[src/rpt_pkg.sv]
// ----------------------------------------------------------------------------
// rpt_pkg
// Shared constants, codes and types of the rendezvous peer table.
// ----------------------------------------------------------------------------
package rpt_pkg;

    // Table size and derived widths
    localparam int PEER_CAPACITY = 16;
    localparam int IDX_W = (PEER_CAPACITY > 1) ? $clog2(PEER_CAPACITY) : 1;
    localparam int CNT_W = $clog2(PEER_CAPACITY + 1);

    // Request type codes (tuser of the slave side)
    localparam logic [1:0] REQ_REGISTER = 2'd0;
    localparam logic [1:0] REQ_CONNECT  = 2'd1;

    // Result kind codes (tuser of the master side)
    localparam logic [1:0] KIND_TRANSLATE = 2'd0;
    localparam logic [1:0] KIND_PUNCH     = 2'd1;
    localparam logic [1:0] KIND_PEER      = 2'd2;

    // Request payload, id_high in the lowest bits
    typedef struct packed {
        logic [15:0] private_port;
        logic [31:0] private_ip;
        logic [15:0] src_port;
        logic [31:0] src_ip;
        logic [63:0] id_low;
        logic [63:0] id_high;
    } t_req;

    // Result payload, send_ip in the lowest bits, zero padded to bytes
    typedef struct packed {
        logic [5:0]  pad;
        logic        table_full;
        logic        peer_known;
        logic [15:0] priv_port;
        logic [31:0] priv_ip;
        logic [15:0] addr_port;
        logic [31:0] addr_ip;
        logic [15:0] send_port;
        logic [31:0] send_ip;
    } t_rsp;

    // One table entry as stored in the RAM
    typedef struct packed {
        logic [15:0] priv_port;
        logic [31:0] priv_ip;
        logic [15:0] pub_port;
        logic [31:0] pub_ip;
        logic [63:0] id_low;
        logic [63:0] id_high;
    } t_entry;

    localparam int S_TDATA_W = $bits(t_req);
    localparam int M_TDATA_W = $bits(t_rsp);
    localparam int ENTRY_W   = $bits(t_entry);

endpackage

[src/rpt_ram.sv]
// ----------------------------------------------------------------------------
// rpt_ram
// Generic single-write, single-read RAM with registered read data.
// ----------------------------------------------------------------------------
module rpt_ram #(
    parameter int  WIDTH  = 8,
    parameter int  DEPTH  = 16,
    localparam int ADDR_W = (DEPTH > 1) ? $clog2(DEPTH) : 1
) (
    input  logic              i_clk,
    input  logic              i_wr_en,
    input  logic [ADDR_W-1:0] i_wr_addr,
    input  logic [WIDTH-1:0]  i_wr_data,
    input  logic [ADDR_W-1:0] i_rd_addr,
    output logic [WIDTH-1:0]  o_rd_data
);

    logic [WIDTH-1:0] r_mem [DEPTH];
    logic [WIDTH-1:0] r_rd_data;

    // Write port and registered read port
    always_ff @(posedge i_clk) begin
        if (i_wr_en) begin
            r_mem[i_wr_addr] <= i_wr_data;
        end
        r_rd_data <= r_mem[i_rd_addr];
    end

    assign o_rd_data = r_rd_data;

endmodule

[src/rpt_cmp.sv]
// ----------------------------------------------------------------------------
// rpt_cmp
// Shared id compare unit: tests one stored entry against the search key.
// ----------------------------------------------------------------------------
module rpt_cmp (
    input  logic          i_vld,
    input  logic [63:0]   i_key_high,
    input  logic [63:0]   i_key_low,
    input  rpt_pkg::t_entry i_entry,
    output logic          o_hit
);

    import rpt_pkg::*;

    // 128-bit equality, gated by the entry being in use
    assign o_hit = i_vld && (i_entry.id_high == i_key_high) && (i_entry.id_low == i_key_low);

endmodule

[src/rendezvous_peer_table.sv]
// ----------------------------------------------------------------------------
// rendezvous_peer_table
// Peer table for UDP hole punching: register and connect requests in,
// translate, punch and peer reply results out.
// ----------------------------------------------------------------------------
// The block takes one request at a time. A request scans the table from slot
// 0 through one RAM read port and one shared 128-bit compare unit, one entry
// per cycle, stopping at the first hit; entries fill slots 0 to count-1, so
// the scan covers only slots in use. A request passes an accept state, the
// scan, a decision state, then its results, each held until the sink takes
// it. Request types other than register and connect are dropped in the
// accept cycle. No clearing pass is needed after reset.
// ----------------------------------------------------------------------------
module rendezvous_peer_table (
    input  logic                            i_clk,
    input  logic                            i_rst_n,
    // Requests
    input  logic                            i_s_tvalid,
    output logic                            o_s_tready,
    // tdata: id_high, id_low, src_ip, src_port, private_ip, private_port
    input  logic [rpt_pkg::S_TDATA_W-1:0]   i_s_tdata,
    // tuser: req_type
    input  logic [1:0]                      i_s_tuser,
    // Results
    output logic                            o_m_tvalid,
    input  logic                            i_m_tready,
    // tdata: send_ip, send_port, addr_ip, addr_port, priv_ip, priv_port,
    //        peer_known, table_full, zero pad
    output logic [rpt_pkg::M_TDATA_W-1:0]   o_m_tdata,
    // tuser: result_kind
    output logic [1:0]                      o_m_tuser,
    output logic                            o_m_tlast
);

    import rpt_pkg::*;

    typedef enum logic [2:0] {
        S_IDLE,
        S_SCAN,
        S_DECIDE,
        S_OUT_FIRST,
        S_OUT_LAST
    } t_state;

    t_state           r_state;
    t_req             r_req;
    logic [1:0]       r_type;
    logic [CNT_W-1:0] r_peer_count;
    logic [CNT_W-1:0] r_scan_cnt;
    logic [IDX_W-1:0] r_cmp_idx;
    logic             r_cmp_vld;
    logic             r_found;
    logic [IDX_W-1:0] r_slot;
    t_entry           r_hit_entry;
    logic             r_m_tvalid;
    t_rsp             r_m_data;
    logic [1:0]       r_m_kind;
    logic             r_m_last;

    logic             s_hs;
    logic             m_hs;
    logic             issue;
    logic             hit;
    logic             room;
    logic             wr_en;
    logic [IDX_W-1:0] wr_addr;
    t_entry           wr_entry;
    t_entry           rd_entry;
    t_req             s_req;
    t_rsp             n_m_data;

    assign s_req = i_s_tdata;
    assign s_hs  = i_s_tvalid && o_s_tready;
    assign m_hs  = r_m_tvalid && i_m_tready;

    // Scan issues a read while slots in use remain
    assign issue = (r_scan_cnt < r_peer_count);
    assign room  = (r_peer_count < CNT_W'(PEER_CAPACITY));

    // Table storage
    rpt_ram #(
        .WIDTH (ENTRY_W),
        .DEPTH (PEER_CAPACITY)
    ) u_ram (
        .i_clk     (i_clk),
        .i_wr_en   (wr_en),
        .i_wr_addr (wr_addr),
        .i_wr_data (wr_entry),
        .i_rd_addr (r_scan_cnt[IDX_W-1:0]),
        .o_rd_data (rd_entry)
    );

    // Shared id compare
    rpt_cmp u_cmp (
        .i_vld      (r_cmp_vld),
        .i_key_high (r_req.id_high),
        .i_key_low  (r_req.id_low),
        .i_entry    (rd_entry),
        .o_hit      (hit)
    );

    // Entry write on register: update the hit slot or append a new one while room remains
    always_comb begin
        wr_en              = (r_state == S_DECIDE) && (r_type == REQ_REGISTER) &&
                             (r_found || room);
        wr_addr            = r_found ? r_slot : r_peer_count[IDX_W-1:0];
        wr_entry.id_high   = r_req.id_high;
        wr_entry.id_low    = r_req.id_low;
        wr_entry.pub_ip    = r_req.src_ip;
        wr_entry.pub_port  = r_req.src_port;
        wr_entry.priv_ip   = r_req.private_ip;
        wr_entry.priv_port = r_req.private_port;
    end

    // Next result payload: translate or punch at decision, else peer reply
    always_comb begin
        n_m_data = '0;
        if (r_state == S_DECIDE) begin
            if (r_type == REQ_REGISTER) begin
                n_m_data.send_ip    = r_req.src_ip;
                n_m_data.send_port  = r_req.src_port;
                n_m_data.addr_ip    = r_req.src_ip;
                n_m_data.addr_port  = r_req.src_port;
                n_m_data.table_full = !r_found && !room;
            end else begin
                n_m_data.send_ip    = r_found ? r_hit_entry.pub_ip : '0;
                n_m_data.send_port  = r_found ? r_hit_entry.pub_port : '0;
                n_m_data.addr_ip    = r_req.src_ip;
                n_m_data.addr_port  = r_req.src_port;
                n_m_data.peer_known = r_found;
            end
        end else begin
            n_m_data.send_ip    = r_req.src_ip;
            n_m_data.send_port  = r_req.src_port;
            n_m_data.addr_ip    = r_found ? r_hit_entry.pub_ip : '0;
            n_m_data.addr_port  = r_found ? r_hit_entry.pub_port : '0;
            n_m_data.priv_ip    = r_found ? r_hit_entry.priv_ip : '0;
            n_m_data.priv_port  = r_found ? r_hit_entry.priv_port : '0;
            n_m_data.peer_known = r_found;
        end
    end

    // Sequencer, scan pipeline and result register
    always_ff @(posedge i_clk) begin
        if (!i_rst_n) begin
            r_state      <= S_IDLE;
            r_peer_count <= '0;
            r_cmp_vld    <= 1'b0;
            r_m_tvalid   <= 1'b0;
        end else begin
            unique case (r_state)
                S_IDLE: begin
                    if (s_hs) begin
                        r_req      <= s_req;
                        r_type     <= i_s_tuser;
                        r_scan_cnt <= '0;
                        r_cmp_vld  <= 1'b0;
                        r_found    <= 1'b0;
                        if (i_s_tuser == REQ_REGISTER || i_s_tuser == REQ_CONNECT) begin
                            r_state <= S_SCAN;
                        end
                    end
                end
                S_SCAN: begin
                    if (hit) begin
                        r_found     <= 1'b1;
                        r_slot      <= r_cmp_idx;
                        r_hit_entry <= rd_entry;
                        r_cmp_vld   <= 1'b0;
                        r_state     <= S_DECIDE;
                    end else if (!issue && !r_cmp_vld) begin
                        r_state <= S_DECIDE;
                    end else begin
                        if (issue) begin
                            r_scan_cnt <= r_scan_cnt + 1'b1;
                        end
                        r_cmp_vld <= issue;
                        r_cmp_idx <= r_scan_cnt[IDX_W-1:0];
                    end
                end
                S_DECIDE: begin
                    r_m_tvalid <= 1'b1;
                    r_m_data   <= n_m_data;
                    if (r_type == REQ_REGISTER) begin
                        if (!r_found && room) begin
                            r_peer_count <= r_peer_count + 1'b1;
                        end
                        r_m_kind <= KIND_TRANSLATE;
                        r_m_last <= 1'b1;
                        r_state  <= S_OUT_LAST;
                    end else begin
                        r_m_kind <= KIND_PUNCH;
                        r_m_last <= 1'b0;
                        r_state  <= S_OUT_FIRST;
                    end
                end
                S_OUT_FIRST: begin
                    // Punch taken: follow with the peer reply
                    if (m_hs) begin
                        r_m_kind <= KIND_PEER;
                        r_m_last <= 1'b1;
                        r_m_data <= n_m_data;
                        r_state  <= S_OUT_LAST;
                    end
                end
                S_OUT_LAST: begin
                    if (m_hs) begin
                        r_m_tvalid <= 1'b0;
                        r_state    <= S_IDLE;
                    end
                end
                default: begin
                    r_state <= S_IDLE;
                end
            endcase
        end
    end

    assign o_s_tready = (r_state == S_IDLE);
    assign o_m_tvalid = r_m_tvalid;
    assign o_m_tdata  = r_m_data;
    assign o_m_tuser  = r_m_kind;
    assign o_m_tlast  = r_m_last;

`ifndef SYNTHESIS
    // No result is offered while a request is taken in or scanned
    a_no_result_early: assert property (@(posedge i_clk) disable iff (!i_rst_n)
        (r_state == S_IDLE || r_state == S_SCAN) |-> !o_m_tvalid)
        else $error("result offered outside the output states");

    // The fill count never passes the table size
    a_count_bound: assert property (@(posedge i_clk) disable iff (!i_rst_n)
        r_peer_count <= CNT_W'(PEER_CAPACITY))
        else $error("peer count beyond capacity");

    // Only a punch is followed by another result of the same request
    a_last_kind: assert property (@(posedge i_clk) disable iff (!i_rst_n)
        o_m_tvalid |-> (o_m_tlast == (o_m_tuser != KIND_PUNCH)))
        else $error("last marker does not match result kind");

    // A hit reported in the scan always concerns a slot in use
    a_hit_in_use: assert property (@(posedge i_clk) disable iff (!i_rst_n)
        (r_state == S_SCAN && hit) |-> (CNT_W'(r_cmp_idx) < r_peer_count))
        else $error("hit on a slot not in use");
`endif

endmodule

[config.mk]
export PLATFORM = sky130hd
export DESIGN_NAME = rendezvous_peer_table
export DESIGN_NICKNAME = d
export VERILOG_FILES = /design/src/rpt_pkg.sv /design/src/rpt_ram.sv /design/src/rpt_cmp.sv /design/src/rendezvous_peer_table.sv
export SDC_FILE = /design/constraint.sdc
export NUM_CORES = 2
export LEC_CHECK = 0
export ABC_AREA = 1
export BUFFER_PORTS_ARGS = -buffer_cell sky130_fd_sc_hd__clkbuf_2
export CORE_ASPECT_RATIO = 1.1
export CORE_UTILIZATION = 42
export CTS_CLUSTER_SIZE = 10
export DETAILED_ROUTE_END_ITERATION = 6
export GPL_TIMING_DRIVEN = 1
export PLACE_DENSITY = 0.55
export SYNTH_ARGS = -nofsm -noshare
export SYNTH_HDL_FRONTEND = slang
export SYNTH_SLANG_ARGS = --single-unit
[constraint.sdc]
create_clock -name i_clk -period 55.4 [get_ports i_clk]
set_clock_uncertainty 0.2 [all_clocks]
set_input_delay 16.62 -clock i_clk [delete_from_list [all_inputs] [get_ports i_clk]]
set_output_delay 16.62 -clock i_clk [all_outputs]
set_load 0.02 [all_outputs]
# ---- Yosys cells after proc, flatten, opt, wreduce, memory -nomap -nowiden
# Memory sizes are Yosys's and may differ from the RTL's. A register that Yosys moved wholly into a read port is not among the register bits.
# Cells that the tools add are included.
dict set report op_classes {
  addsub 2
  n_lt_le_gt_ge 2
  n_eq_ne 17
  mux 43
  n_bitwise 2
  n_reduce_logical 31
}
# operator count
set ops {}
lappend ops {{152-bit one-hot mux with 2 select lines} 1}
lappend ops {{152-bit 2-to-1 mux} 1}
lappend ops {{64-bit equality test} 2}
lappend ops {{48-bit 2-to-1 mux} 2}
lappend ops {{96-bit 2-to-1 mux} 1}
lappend ops {{32-bit 2-to-1 mux} 2}
lappend ops {{16-bit 2-to-1 mux} 2}
lappend ops {{3-bit 2-to-1 mux} 7}
lappend ops {{5-bit 2-to-1 mux} 4}
lappend ops {{3-bit one-hot mux with 5 select lines} 1}
lappend ops {{3-bit AND reduction} 5}
lappend ops {{1-bit 2-to-1 mux} 14}
lappend ops {{2-bit != test, second input constant} 6}
lappend ops {{5-bit by 1-bit adder with 5-bit output, second input constant} 2}
lappend ops {{5-bit one-hot mux with 2 select lines} 1}
lappend ops {{1-bit logical AND} 9}
lappend ops {{1-bit one-hot mux with 2 select lines} 4}
lappend ops {{4-bit AND reduction} 2}
lappend ops {{3-bit by 2-bit equality test with 1-bit output, second input constant} 2}
lappend ops {{3-bit != test, second input constant} 2}
lappend ops {{6-bit AND reduction} 1}
lappend ops {{2-bit nonzero test} 3}
lappend ops {{5-bit less-than comparator} 1}
lappend ops {{5-bit less-than comparator, second input constant} 1}
lappend ops {{other kinds (14)} 21}
dict set report word_totals {
  regBits 501
  mem_bits_rw 3584
  output_inout_bits 157
  memories 1
}
# name depth width rd rd_ports_with_merged_regs wr line_no
set memory_table {}
lappend memory_table {u_ram.r_mem 16 224 1 1 1 rpt_ram.sv:18} ;# logic [WIDTH-1:0] r_mem [DEPTH];

# ---- Logic depth before layout (Yosys ltp)
dict set report depth {
  depth_word 7
  ltp_mapped 15
  mapped_depth_nobuf 15
}

# ---- By module
# Synthesis repeated with hierarchy kept, for this count alone.
dict set report unflattened {
  hier_cells 15105
  area_unflattened_um2 172734.4
}
# mod instances cells_each area_per_inst_um2
set modules_own_cells {}
lappend modules_own_cells {rpt_ram 1 13602 153422.1}
lappend modules_own_cells {rendezvous_peer_table 1 1007 17177.7}
lappend modules_own_cells {rpt_cmp 1 496 2134.5}

# ---- Worst setup path before layout
# No wires, ideal clock.
dict set report synth_path {
  kind {input-to-reg}
  start {input i_rst_n}
  end {register r_m_data (netlist bit o_m_tdata[0]) (enable)}
  arrival_ns 40.010
  t_required_ns 53.753
  setup_slack_ns 13.743
  path_stages 3
  path_buffers 1
  path_cell_list {clkbuf_1 > inv_1 > a2111oi_0}
}
dict set report synth_via {
  elab_chain_cells 1
}
# item line_no
set synth_rtl {}
lappend synth_rtl {{start: declaration} rendezvous_peer_table.sv:16} ;# input logic i_rst_n,
lappend synth_rtl {{3-bit AND reduction (no line)} --}
lappend synth_rtl {{end signal: assignment} rendezvous_peer_table.sv:183} ;# r_m_data <= n_m_data;
lappend synth_rtl {{end signal: assignment} rendezvous_peer_table.sv:202} ;# r_m_data <= n_m_data;
lappend synth_rtl {{end: declaration} rendezvous_peer_table.sv:56} ;# t_rsp r_m_data;
# No other way between the ends.
# A chain may end at the register's enable or synchronous reset.

# ---- Worst setup path in the final report
dict set report layout_path {
  start {input i_rst_n}
  end {register r_req[40] (netlist name) (enable)}
}
dict set report layout_via {
  elab_chain_cells 1
}
# item line_no
set layout_rtl {}
lappend layout_rtl {{3-bit AND reduction (no line)} --}
lappend layout_rtl {{end signal: assignment} rendezvous_peer_table.sv:154} ;# r_req <= s_req;
lappend layout_rtl {{end: declaration} rendezvous_peer_table.sv:46} ;# t_req r_req;
# No other way between the ends.

==> flow_summary_export.csv <==
group,metric,value,unit
run_status,status,"finished, final reports clean",
critical_path,rr_startpoint,"r_found$_DFFE_PP_",
critical_path,slowest_delay,0.70,ns
cts,clock_path_buffers,4,
critical_path,startpoint_type,"input pin",
synthesis,yosysTopAreaCell,"edfxtp_1",
critical_path,end_kind,"flop",
detailed_routing,avgRoutedWirePerCell,26.68,µm
cts,cts-htree-levels,5,
sta,max_slew_margin,13.65,%
layout,seqCellArea,0.1269,mm²
critical_path,crit_family,"buffers and inverters",
die,ioPinCount,387,
critical_path,crit_fanout,66,
cts,cts_buffers,478,
cts,postCtsHoldBufs,0,
grt,grt_pass1_vias,94715,
synthesis,synth_area_leaders,"edfxtp_1 (75%), nor2_1 (5.1%), o21ai_0 (3.1%)",
critical_path,cp.depth,7,
critical_path,crit_path_frequent_cell,"buf_4",
synthesis,synth-edff-count,4069,
power_and_ir_drop,power_density,46.35,mW/mm²
critical_path,crit_arrival,19.89,ns
die,die-area,0.3900,mm²
die,rows,239,
grt,grt_pass1_wl,654400,µm
place,place_inst,16203,
detailed_routing,wl_met2,214200,µm
min_path,worstHoldEndpoint,"r_hit_entry[165]$_DFFE_PP_",
cts,worstSkewPairLatency,1.03,ns
cts,cts_tree,"built",
synthesis,yosys_most_used_dff,"edfxtp_1",
die,fp.coreArea,0.3855,mm²
layout,fillers,32897,
sta,finalHoldViolations,0,
detailed_routing,top_layer_used,"met5",
die,die_h,654.8,µm
synthesis,postSynthAreaPerCell,14.43,µm²
min_path,hp-class,"flop to flop",
cts,clock_sinks,4303,
sta,rsz0062_at_grt,"no",
synthesis,netlist.area_leader.share,75.08,%
cts,root_buffer,"clkbuf_16",
detailed_routing,routed_wl,455500,µm
synthesis,synth-async-reset-ratio,0,%
cts,post_cts.repair.setup_buffers,0,
synthesis,seq_area_frac_synth,77.96,%
critical_path,critPathKind,"input pin to flop",
critical_path,r2r_slack,48.77,ns
place,port_buffers,380,
critical_path,critPathSlowestCell,"buf_4",
place,place_congestion,0.8323,
synthesis,synth_warnings,0,
detailed_routing,num_vias,97821,
min_path,worstHoldStart,"u_ram.o_rd_data[165]$_DFF_P_",
synthesis,yosys_register_bits,4303,
critical_path,r2r_end,"u_ram.r_mem[3][14]$_DFFE_PP_",
power_and_ir_drop,leakagePower,60.76,nW
layout,num-nets-final,11858,
critical_path,critPathBufInv,6,
detailed_routing,wl_met1,197700,µm
layout,drive_gt1_share,9.633,%
place,dpl.hpwl,238500,µm
layout,multi_input_area,0.03189,mm²
grt,grt.overflow.total,0,
detailed_routing,drc,0,
critical_path,cp.required,55.83,ns
detailed_routing,dr.pass1.iters,7,
sta,finalSetupViolCount,0,
synthesis,synth.distinct_cells,38,
detailed_routing,dr.first_iter.drc_count,10371,
sta,fin_tns_setup,0,ns
cts,ctsResizeCount,0,
synthesis,syn_area,0.1627,mm²
synthesis,netlist_instances,11274,
critical_path,rr_worst_depth,11,
sta,period_share,35.13,%
detailed_routing,antenna_left,0,
detailed_routing,vias_per_cell,5.729,
layout,areaGrowthSynthToFinish,13.01,%
sta,worst_pin_slew,1.292,ns
flow_run,max_cap_viol_count,0,
sta,max_freq,51.39,MHz
die,chipWidth,595.5,µm
min_path,min_path_cells,0,
grt,grt_max_degree,193,
sta,finalMaxSlewViolations,0,
die,initial_core_util,42.22,%
cts,path_clk_slew,0.06,ns
detailed_routing,wl_met3,31430,µm
grt,antenna_found_initial,11,
power_and_ir_drop,max-vdd-ir-drop,0.00003067,V
sta,fin_crit,19.46,ns
critical_path,crit_path_cell_trace,"clkbuf_2 > inv_1 > nor3_2 > buf_4 > buf_4 > buf_4 > buf_4",
layout,instances_no_fill,17075,
grt,grt.total_usage,22.69,%
## registers in the layout, indices dropped and copies added, names as in the netlist, 4 cells and up
signal	cells
r_peer_count	5
r_slot	4
r_hit_entry	96
r_req	224
u_ram.r_mem	3584
r_scan_cnt	5
u_ram.o_rd_data	224
r_cmp_idx	4
o_m_tdata	146
## logic make-up after synthesis
family	Yosys count	share of synthesized area, %
compound gates	2056	8.586
buf+inv	997	2.547
other cells	1	0.002304
simple gates	3536	8.578
mux	338	2.079
xor+xnor	37	0.1991
fa+ha+maj	6	0.04613
flops	4303	77.96
## metrics by stage
step	util (%)	total power (W)	instance area, µm²	hold slack [ns]	setup slack [ns]
6_report	47.71	0.008525	183900	0.1821	35.94
5_1_grt	47.71	0.008871	183900	0.1645	35.64
4_1_cts	47.71	0.008591	183900	0.1608	35.87
3_5_place_dp	44.03	0.005681	169700	0.1887	34.78
3_3_place_gp	44.03	0.005648	169700	0.1861	34.96
2_1_floorplan	-	0.005094	162800	0.1855	13.74
## layout make-up
class / instances / share of cell area [%]
Tap cell: 5061 / 3.443
Inverter: 276 / 0.5797
Antenna cell: 3 / 0.004082
Clock buffer: 832 / 7.310
Sequential cell: 4303 / 68.99
Timing Repair Buffer: 584 / 1.942
Clock inverter: 37 / 0.3939
Multi-Input combinational cell: 5979 / 17.34
## power breakdown
part / switching, W / internal, W
registers: 0.000177 / 0.00381
clock network: 0.00125 / 0.00165
logic: 0.00116 / 0.000470
## per-layer routing
layer	GRT usage, %	vias to the layer above
li1	-	43008
met1	32.02	50442
met2	36.98	3699
met3	3.049	668
met4	6.178	4
met5	0	-
## Yosys cell counts, types with 3 or more instances
library cell	number
nor2_1	2197
nor3_1	15
nand3_1	367
o22ai_1	4
a21oi_1	17
inv_1	273
or2_2	16
o32ai_1	558
o211ai_1	111
clkbuf_1	477
ha_1	6
buf_6	8
edfxtp_1	4069
nand2_1	880
nand4_1	39
buf_4	28
dfxtp_1	234
o21ai_1	4
o21ai_0	1013
inv_2	3
mux2i_1	338
o2111ai_1	6
buf_1	19
nor3b_1	8
xnor2_1	32
o221ai_1	339
xor2_1	5
buf_2	189
nor4_1	10
## how the worst max path moves through the flow
| stage | from | slack [ns] | endpoint |
|---|---|---|---|
| 3_5_place_dp | i_rst_n | 34.78 | r_req[27]$_DFFE_PP_ |
| 5_1_grt | i_rst_n | 35.64 | r_req[15]$_DFFE_PP_ |
| 3_3_place_gp | i_rst_n | 34.96 | r_req[25]$_DFFE_PP_ |
| 2_1_floorplan | i_rst_n | 13.74 | o_m_tdata[0]$_DFFE_PP_ |
| 4_1_cts | i_rst_n | 35.87 | r_req[31]$_DFFE_PP_ |
| 6_report | i_rst_n | 35.94 | r_req[40]$_DFFE_PP_ |
## cell usage in the layout, fill, tap and decap left out, drive strengths merged, types with 3 or more instances in the layout
cell type,n
conb,6
bufinv,4
nor3b,8
o32ai,558
clkinv,21
buf,204
xor2,5
o221ai,339
o21ai,1017
a21oi,17
nand4,39
xnor2,32
inv,287
clkbuf,1212
or2,16
dfxtp,234
nand2,880
nor4,10
mux2i,338
nand3,368
o2111ai,6
nor2,2197
ha,6
edfxtp,4069
o211ai,111
nor3,15
diode,3
o22ai,4
Note: power is estimated with default switching activity, not from simulation.
